$ cat config.mk
export PLATFORM = sky130hd
export DESIGN_NAME = gh94_ctrl
export DESIGN_NICKNAME = d
export VERILOG_FILES = /design/src/rtl/core/gh94_pkg.sv /design/src/rtl/core/gh94_ctrl.sv
export SDC_FILE = /design/constraint.sdc
export NUM_CORES = 1
export LEC_CHECK = 0
export BUFFER_PORTS_ARGS = -buffer_cell sky130_fd_sc_hd__buf_2
export CORE_MARGIN = 1.5
export CORE_UTILIZATION = 30
export DETAILED_ROUTE_END_ITERATION = 10
export PLACE_DENSITY = 0.54
export REMOVE_ABC_BUFFERS = 1
export SYNTH_ARGS = -nofsm -noshare
export SYNTH_HDL_FRONTEND = slang
export SYNTH_SLANG_ARGS = --single-unit
export TNS_END_PERCENT = 100
$ cat constraint.sdc
create_clock -name clk -period 2.11 [get_ports clk]
set_input_delay 0.5275 -clock clk [delete_from_list [all_inputs] [get_ports clk]]
set_output_delay 0.5275 -clock clk [all_outputs]
set_load 0.1 [all_outputs]
$ cat src/rtl/core/gh94_pkg.sv
`timescale 1ns / 1ps
`default_nettype none
// ---------------------------------------------------------------------------
// gh94_pkg
// shared types, constants and helper functions of the hash engine
// ---------------------------------------------------------------------------
package gh94_pkg;

  localparam int NumSbox    = 8;
  localparam int CfgIdxW    = 3;
  localparam int PsiFirst   = 12;
  localparam int PsiLast    = 61;
  localparam int CntW       = 7;

  // which block the datapath is stepping
  typedef enum logic [1:0] {
    BLK_DATA  = 2'd0,
    BLK_ZERO  = 2'd1,
    BLK_LEN   = 2'd2,
    BLK_SUM   = 2'd3
  } blk_sel_t;

  typedef struct packed {
    logic     load_word;   // absorb one input word
    logic     blk_start;   // latch h and m, start key gen
    blk_sel_t blk_sel;
    logic     key_next;    // advance u,v for next key
    logic     enc_load;    // load cipher input half q
    logic     enc_round;   // one cipher round
    logic     enc_store;   // store cipher output half q
    logic     psi;         // one psi shift on s
    logic     mix_m;       // s ^= m then psi
    logic     mix_h;       // s ^= h
    logic     commit;      // h <= s, checksum update for data blocks
    logic     clear;       // back to reset state
    logic     pad;         // zero bytes at and above fill
  } gh94_cmd_t;

  typedef struct packed {
    logic       block_full;
    logic       fill_nz;
    logic       len_zero;
  } gh94_sts_t;

  function automatic logic [255:0] xform_a(input logic [255:0] w);
    return {w[63:0] ^ w[127:64], w[255:64]};
  endfunction

  function automatic logic [255:0] xform_p(input logic [255:0] w);
    logic [255:0] k;
    k = '0;
    for (int i = 0; i < 4; i++) begin
      for (int j = 0; j < 8; j++) begin
        k[8*(i+4*j) +: 8] = w[8*(8*i+j) +: 8];
      end
    end
    return k;
  endfunction

  function automatic logic [255:0] xform_psi(input logic [255:0] d);
    logic [15:0] f;
    f = d[15:0] ^ d[31:16] ^ d[47:32] ^ d[63:48] ^ d[207:192] ^ d[255:240];
    return {f, d[255:16]};
  endfunction

  // bytes 1,3,5,7,8,10,12,14,17,18,20,23,24,28,29,31 inverted
  localparam logic [255:0] C3Mask = {
    8'hff, 8'h00, 8'hff, 8'hff, 8'h00, 8'h00, 8'h00, 8'hff,
    8'hff, 8'h00, 8'h00, 8'hff, 8'h00, 8'hff, 8'hff, 8'h00,
    8'h00, 8'hff, 8'h00, 8'hff, 8'h00, 8'hff, 8'h00, 8'hff,
    8'hff, 8'h00, 8'hff, 8'h00, 8'hff, 8'h00, 8'hff, 8'h00};

endpackage

`default_nettype wire

$ cat src/rtl/core/gh94_ctrl.sv
`timescale 1ns / 1ps
`default_nettype none
// ---------------------------------------------------------------------------
// gh94_ctrl
// sequencer: absorbs words, runs block steps and finalization, emits digest
// ---------------------------------------------------------------------------
module gh94_ctrl (
  input  wire logic              clk,
  input  wire logic              rst_n,
  input  wire logic              in_valid,
  output logic                   in_ready,
  input  wire logic              in_last_word,
  input  wire gh94_pkg::gh94_sts_t sts,
  output gh94_pkg::gh94_cmd_t    cmd,
  output logic                   out_valid,
  input  wire logic              out_ready,
  output logic [1:0]             out_word_index
);
  import gh94_pkg::*;

  typedef enum logic [3:0] {
    S_IDLE, S_CHECK, S_START, S_KEY, S_LOAD, S_ROUND, S_STORE,
    S_PSI1, S_MIXM, S_MIXH, S_PSI2, S_COMMIT, S_OUT
  } state_t;

  state_t         state_r, state_nxt;
  logic [1:0]     q_r, q_nxt;
  logic [CntW-1:0] cnt_r, cnt_nxt;
  logic           fin_r, fin_nxt;
  blk_sel_t       sel_r, sel_nxt;
  logic [1:0]     oidx_r, oidx_nxt;

  always_comb begin
    state_nxt = state_r;
    q_nxt     = q_r;
    cnt_nxt   = cnt_r;
    fin_nxt   = fin_r;
    sel_nxt   = sel_r;
    oidx_nxt  = oidx_r;
    cmd       = '0;
    cmd.blk_sel = sel_r;
    in_ready  = 1'b0;
    out_valid = 1'b0;
    case (state_r)
      S_IDLE: begin
        in_ready = 1'b1;
        if (in_valid) begin
          cmd.load_word = 1'b1;
          fin_nxt = in_last_word;
          state_nxt = S_CHECK;
        end
      end
      S_CHECK: begin
        // one block per word at most since fill < 32 and a word adds <= 8
        if (sts.block_full) begin
          sel_nxt = BLK_DATA;
          state_nxt = S_START;
        end else if (!fin_r) begin
          state_nxt = S_IDLE;
        end else if (sel_r == BLK_SUM) begin
          oidx_nxt = 2'd0;
          state_nxt = S_OUT;
        end else if (sel_r == BLK_LEN) begin
          sel_nxt = BLK_SUM;
          state_nxt = S_START;
        end else if (sts.fill_nz) begin
          cmd.pad = 1'b1;
          sel_nxt = BLK_DATA;
          state_nxt = S_START;
        end else if (sts.len_zero && sel_r != BLK_ZERO) begin
          sel_nxt = BLK_ZERO;
          state_nxt = S_START;
        end else begin
          sel_nxt = BLK_LEN;
          state_nxt = S_START;
        end
      end
      S_START: begin
        cmd.blk_start = 1'b1;
        q_nxt = 2'd0;
        state_nxt = S_LOAD;
      end
      S_KEY: begin
        cmd.key_next = 1'b1;
        state_nxt = S_LOAD;
      end
      S_LOAD: begin
        cmd.enc_load = 1'b1;
        cnt_nxt = '0;
        state_nxt = S_ROUND;
      end
      S_ROUND: begin
        cmd.enc_round = 1'b1;
        cnt_nxt = cnt_r + 1'b1;
        if (cnt_r == CntW'(31)) state_nxt = S_STORE;
      end
      S_STORE: begin
        cmd.enc_store = 1'b1;
        q_nxt = q_r + 1'b1;
        cnt_nxt = '0;
        state_nxt = (q_r == 2'd3) ? S_PSI1 : S_KEY;
      end
      S_PSI1: begin
        cmd.psi = 1'b1;
        cnt_nxt = cnt_r + 1'b1;
        if (cnt_r == CntW'(PsiFirst - 1)) state_nxt = S_MIXM;
      end
      S_MIXM: begin
        cmd.mix_m = 1'b1;
        state_nxt = S_MIXH;
      end
      S_MIXH: begin
        cmd.mix_h = 1'b1;
        cnt_nxt = '0;
        state_nxt = S_PSI2;
      end
      S_PSI2: begin
        cmd.psi = 1'b1;
        cnt_nxt = cnt_r + 1'b1;
        if (cnt_r == CntW'(PsiLast - 1)) state_nxt = S_COMMIT;
      end
      S_COMMIT: begin
        cmd.commit = 1'b1;
        state_nxt = S_CHECK;
      end
      S_OUT: begin
        out_valid = 1'b1;
        if (out_ready) begin
          oidx_nxt = oidx_r + 1'b1;
          if (oidx_r == 2'd3) begin
            cmd.clear = 1'b1;
            fin_nxt = 1'b0;
            sel_nxt = BLK_DATA;
            state_nxt = S_IDLE;
          end
        end
      end
      default: state_nxt = S_IDLE;
    endcase
  end

  assign out_word_index = oidx_r;

  always_ff @(posedge clk) begin
    if (!rst_n) begin
      state_r <= S_IDLE;
      q_r     <= '0;
      cnt_r   <= '0;
      fin_r   <= 1'b0;
      sel_r   <= BLK_DATA;
      oidx_r  <= '0;
    end else begin
      state_r <= state_nxt;
      q_r     <= q_nxt;
      cnt_r   <= cnt_nxt;
      fin_r   <= fin_nxt;
      sel_r   <= sel_nxt;
      oidx_r  <= oidx_nxt;
    end
  end

endmodule

`default_nettype wire

# After elaboration in Yosys (flattened, before gate mapping)
# Index checks and enable logic that the tools add are counted.
[word_totals] input_bits=8 mem_count=0 latch_bits=0 mem_bits_ro=0 ramBits=0 wordCells=107 reg_bits=18
[classes] reduce_logical=14 mul=0 shifts=0 magnitude_cmp=0 eq_ne=31 n_mux=53 add_sub_neg=3 n_div=0 bitwise=0
[op_table] operator="4-bit case mux with 12 select lines" count=1
[op_table] operator="4-bit two-way mux" count=9
[op_table] operator="1-bit two-way mux" count=25
[op_table] operator="2-bit two-way mux" count=12
[op_table] operator="4-bit == test (second input constant)" count=5
[op_table] operator="2-bit inequality test (second input constant)" count=9
[op_table] operator="4-bit by 3-bit == test with 1-bit output (second input constant)" count=4
[op_table] operator="7-bit case mux with 2 select lines" count=1
[op_table] operator="2-bit case mux with 2 select lines" count=3
[op_table] operator="5-bit AND reduction" count=2
[op_table] operator="2-bit == test (second input constant)" count=4
[op_table] operator="4-bit by 2-bit == test with 1-bit output (second input constant)" count=2
[op_table] operator="2-bit nonzero test" count=4
[op_table] operator="7-bit by 1-bit adder with 7-bit output (second input constant)" count=1
[op_table] operator="7-bit by 4-bit == test with 1-bit output (second input constant)" count=1
[op_table] operator="7-bit by 5-bit == test with 1-bit output (second input constant)" count=1
[op_table] operator="7-bit by 6-bit == test with 1-bit output (second input constant)" count=1
[op_table] operator="3-bit inequality test (second input constant)" count=2
[op_table] operator="6-bit AND reduction" count=1
[op_table] operator="3-bit OR reduction" count=2
[op_table] operator="2-bit by 1-bit adder with 2-bit output (second input constant)" count=2
[op_table] operator="4-bit by 1-bit == test with 1-bit output (second input constant)" count=1
[op_table] operator="4-bit logical NOT" count=1
[op_table] operator="4-bit AND reduction" count=1
[op_table] operator="other kinds (5)" count=6

# Depth between registers and ports, before layout
[logic_depth] word_depth=9 mapped_depth=5 mapped_depth_nobuf=5

# Worst setup path after synthesis
# Ideal clock, no wire load.
[synth_path] path_kind="reg-to-output" start="register sel_r[1]" end="output port cmd[0] (netlist bit)" arrival_time_ns=3.791 t_required_ns=1.582 path_stages_with_launch=3 setup_slack_ns=-2.209 cell_sequence="dfxtp_1 nand2b_1 nor4_1"
[synth_lines] item="start, declared" line_no="gh94_ctrl.sv:30" text="blk_sel_t sel_r, sel_nxt;"
[synth_lines] item="start signal, assigned" line_no="gh94_ctrl.sv:157" text="sel_r <= sel_nxt;"
[synth_lines] item="end, declared" line_no="gh94_ctrl.sv:14" text="output gh94_pkg::gh94_cmd_t cmd,"

==> metrics.md <==
| Metric | Value |
|---|---|
| Run status | `finished clean` |
| Period utilization | `between 90% and 100%` |
| Final Wtd Congestion | `just under 0.8` |
| Htree depth | `1` |
| Congestion Overflow GR | `0` |
| Initial antenna violation count | `0` |
| Layout cell share with drive strength beyond 1 | `31.1%` |
| Buffers on Ports | `25` |
| P&R area growth vs syn | `40.5%` |
| PnR worst setup slack | `roughly 0.048 ns` |
| Async S/R FF share, synth | `0%` |
| Synth cell types | `47` |
| Clk_skew | `between 0.007 and 0.008 ns` |
| Number of synthesized flops with an enable pin | `0` |
| CP arrival | `1.53 ns` |
| Worst-path fanout max | `8` |
| Diode count | `0` |
| CTS tree | `built` |
| Clock buffer depth | `2` |
| Ys Warns | `0` |
| Largest net degree at the start of global routing | `13` |
| Cell area power density | `465 nW/um^2` |
| DR iter-0 viols | `49` |
| CP max stage delay | `between 0.3 and 0.4 ns` |
| Crit path buf inv count | `2` |
| Avg Cell Area, Syn | `about 8 sq um` |
| WP depth | `4` |
| IO Count | `26` |
| Pre-CTS setup slack | `between 0.15 and 0.2 ns` |
| Final #Nets | `a little under 200` |
| Total number of vias | `between 1000 and 1500` |
| Worst slew pin tran | `about 0.48 ns` |
| Final min period | `about 2.1 ns` |
| Vias/cell | `5.18` |
| Cts bufs inserted | `3` |
| Post-synthesis cell area | `1250 sq um` |
| Post-DR wirelength/cell | `14.0 um` |
| Hold Crit Class | `reg2reg` |
| Placed Cells | `approximately 230` |
| Leakage power | `0.717 nW` |
| Die ar. | `4580 sq um` |
| Fmax | `around 480 MHz` |
| Row cnt | `23` |
| Critical setup path kind | `reg2out` |
| Final hold vios | `0` |
| Post-DP HPWL | `around 2500 um` |
| Vias in the first global route | `around 1200` |
| CP cell instances | `or2_1 > nor4_2 > buf_4 > buf_12` |
| # fillers | `roughly 390` |
| Total track usage | `between 10% and 20%` |
| Worst Setup Start Kind | `register` |
| Sequential share of the synthesized area | `28.7%` |
| Antenna Nets Post-Route | `0` |
| Worst Path Required | `1.58 ns` |
| Reg2Reg Depth | `5` |
| Residual DRC | `0` |
| Final WL | `3270 um` |
| First-pass GRT wire length | `~5900 um` |
| Crit path capture type | `output port` |
| Worst-path clk slew | `~0.070 ns` |
| CTS root buf | `clkbuf_8` |
| Setup Viol. Count Final | `0` |
| Chip Width | `just under 70 um` |
| Post-CTS Setup Bufs | `0` |
| Clock sinks | `18` |
| Tot Pwr | `between 0.8 and 0.9 mW` |
| Core area | `around 4000 sq um` |
| Initial Util | `between 30% and 40%` |
| Seq cells post-synth | `18` |
| RSZ-0062 raised after global routing | `true` |
| Fin. max-slew vios | `0` |
| Post-Syn Instances | `~160` |
| DR pass1 iterations | `4` |
| Later-pin clock latency in the skew report | `around 0.26 ns` |
| Cell family with most CP delay | `simple AND/OR/NAND/NOR gates` |
| Max_slew headroom | `67.9%` |
| Worst path slowest cell | `dfxtp_2` |
| # Max-Cap Violations | `0` |
| Top_reg_cell synth | `dfxtp_1` |
| Post-Layout Cell Count | `approximately 230` |
| Hold path cells | `1` |
| Die Y | `approximately 68 um` |
| CTS Hold Bufs | `0` |
| Worst VDD drop | `roughly 0.28 mV` |
## sequential cells by signal (all words and copies together), names as in the netlist
| signal | flops |
|---|---|
| fin_r | 1 |
| state_r | 4 |
| out_word_index | 2 |
| q_r | 2 |
| sel_r | 2 |
| cnt_r | 7 |
## cell type report
class | instances | area, sq um | area share, %
Inverter | 6 | 22.5 | 1.28
Multi-Input combinational cell | 123 | 871 | 49.4
Sequential cell | 18 | 364 | 20.7
Clock buffer | 4 | 55.1 | 3.12
Timing Repair Buffer | 32 | 388 | 22.0
Tap cell | 50 | 62.6 | 3.55
## worst paths after layout
check,slack [ns],startpoint,endpoint
worst min register to register,0.49,cnt_r[6],cnt_r[6]
worst max register to register,0.39,state_r[1],state_r[1]
worst max-delay path,0.05,state_r[3],cmd[0]
worst min-delay path,0.49,cnt_r[6],cnt_r[6]
## metal layers
| metal | GRT usage, % | share of wire [%] | vias to the layer above | wire length (um) |
|---|---|---|---|---|
| li1 | - | - | 609 | - |
| met1 | 20.2 | 44 | 569 | 1440 |
| met2 | 29.5 | 50 | 26 | 1620 |
| met3 | 2.83 | 4.1 | 4 | 133 |
| met4 | 8.42 | 2.0 | 0 | 65 |
| met5 | 0 | 0 | - | 0 |
## kinds of logic (layout without fill, tap and decap cells)
kind of cell,count (synthesis),after routing,synth area share [%]
AOI/OAI and AO/OA,41,41,21.4
and+or+nand+nor,68,68,32.7
buffers and inverters,15,42,5.38
xor gates and xnor gates,2,2,1.40
muxes,7,7,5.58
adders and majority gates,5,5,4.79
DFF,18,18,28.7
## placed cells by master (no fill, tap or decap), drive strengths merged
| master | n |
|---|---|
| nor3 | 4 |
| o21bai | 1 |
| nor2b | 3 |
| a21boi | 3 |
| nor4 | 3 |
| mux2i | 7 |
| and2 | 1 |
| a41oi | 2 |
| a211oi | 3 |
| nand4bb | 2 |
| ha | 4 |
| o2111ai | 1 |
| a31o | 1 |
| nand3b | 4 |
| and4b | 1 |
| a21oi | 15 |
| a22oi | 2 |
| o211ai | 4 |
| xor2 | 2 |
| o21a | 1 |
| nand2 | 12 |
| buf | 32 |
| or2 | 3 |
| inv | 6 |
| a31oi | 1 |
| maj3 | 1 |
| or3 | 1 |
| clkbuf | 4 |
| o21ai | 7 |
| or3b | 1 |
| nand3 | 5 |
| nand2b | 8 |
| and3 | 2 |
| nor2 | 17 |
| nor4bb | 1 |
| dfxtp | 18 |
## synthesized netlist by cell type, types with 3 or more instances
cell type  number  share of area [%]
a211oi_1        3                1.8
a21oi_1        14                5.6
buf_2           6                2.4
dfxtp_1        18                 29
ha_1            4                4.0
inv_1           6                1.8
mux2i_1         7                5.6
nand2_1        12                3.6
nand2b_1        8                4.0
nand3_1         4                1.6
nand3b_1        3                1.8
nor2_1         17                5.1
nor2b_1         3                1.5
nor3_1          3                1.2
o211ai_1        3                1.8
o21ai_0         7                2.8
## power breakdown
group	switching, mW	internal [mW]	total (mW)	leakage, nW
combinational	0.111	0.0630	0.174	0.541
clock	0.124	0.166	0.290	0.0288
sequential	0.00973	0.346	0.356	0.147
## stage by stage
stage / TNS, ns / cell area [sq um] / utilization [%] / hold WS, ns
6_report: 0 / 1760 / 44.1 / 0.493
4_1_cts: 0 / 1730 / 43.2 / 0.494
3_3_place_gp: 0 / 1660 / 41.5 / 0.460
3_5_place_dp: 0 / 1660 / 41.5 / 0.477
5_1_grt: -0.0262 / 1760 / 44.1 / 0.530
2_1_floorplan: -36.30 / 1210 / - / 0.448
## repair_timing
action                                 in CTS  in global routing
gates resized for setup                     3                 12
setup endpoints to repair                   3                  7
pin swaps                                   0                  0
endpoints found under the hold margin       0                  0
Power figures use the tool's default switching activity.
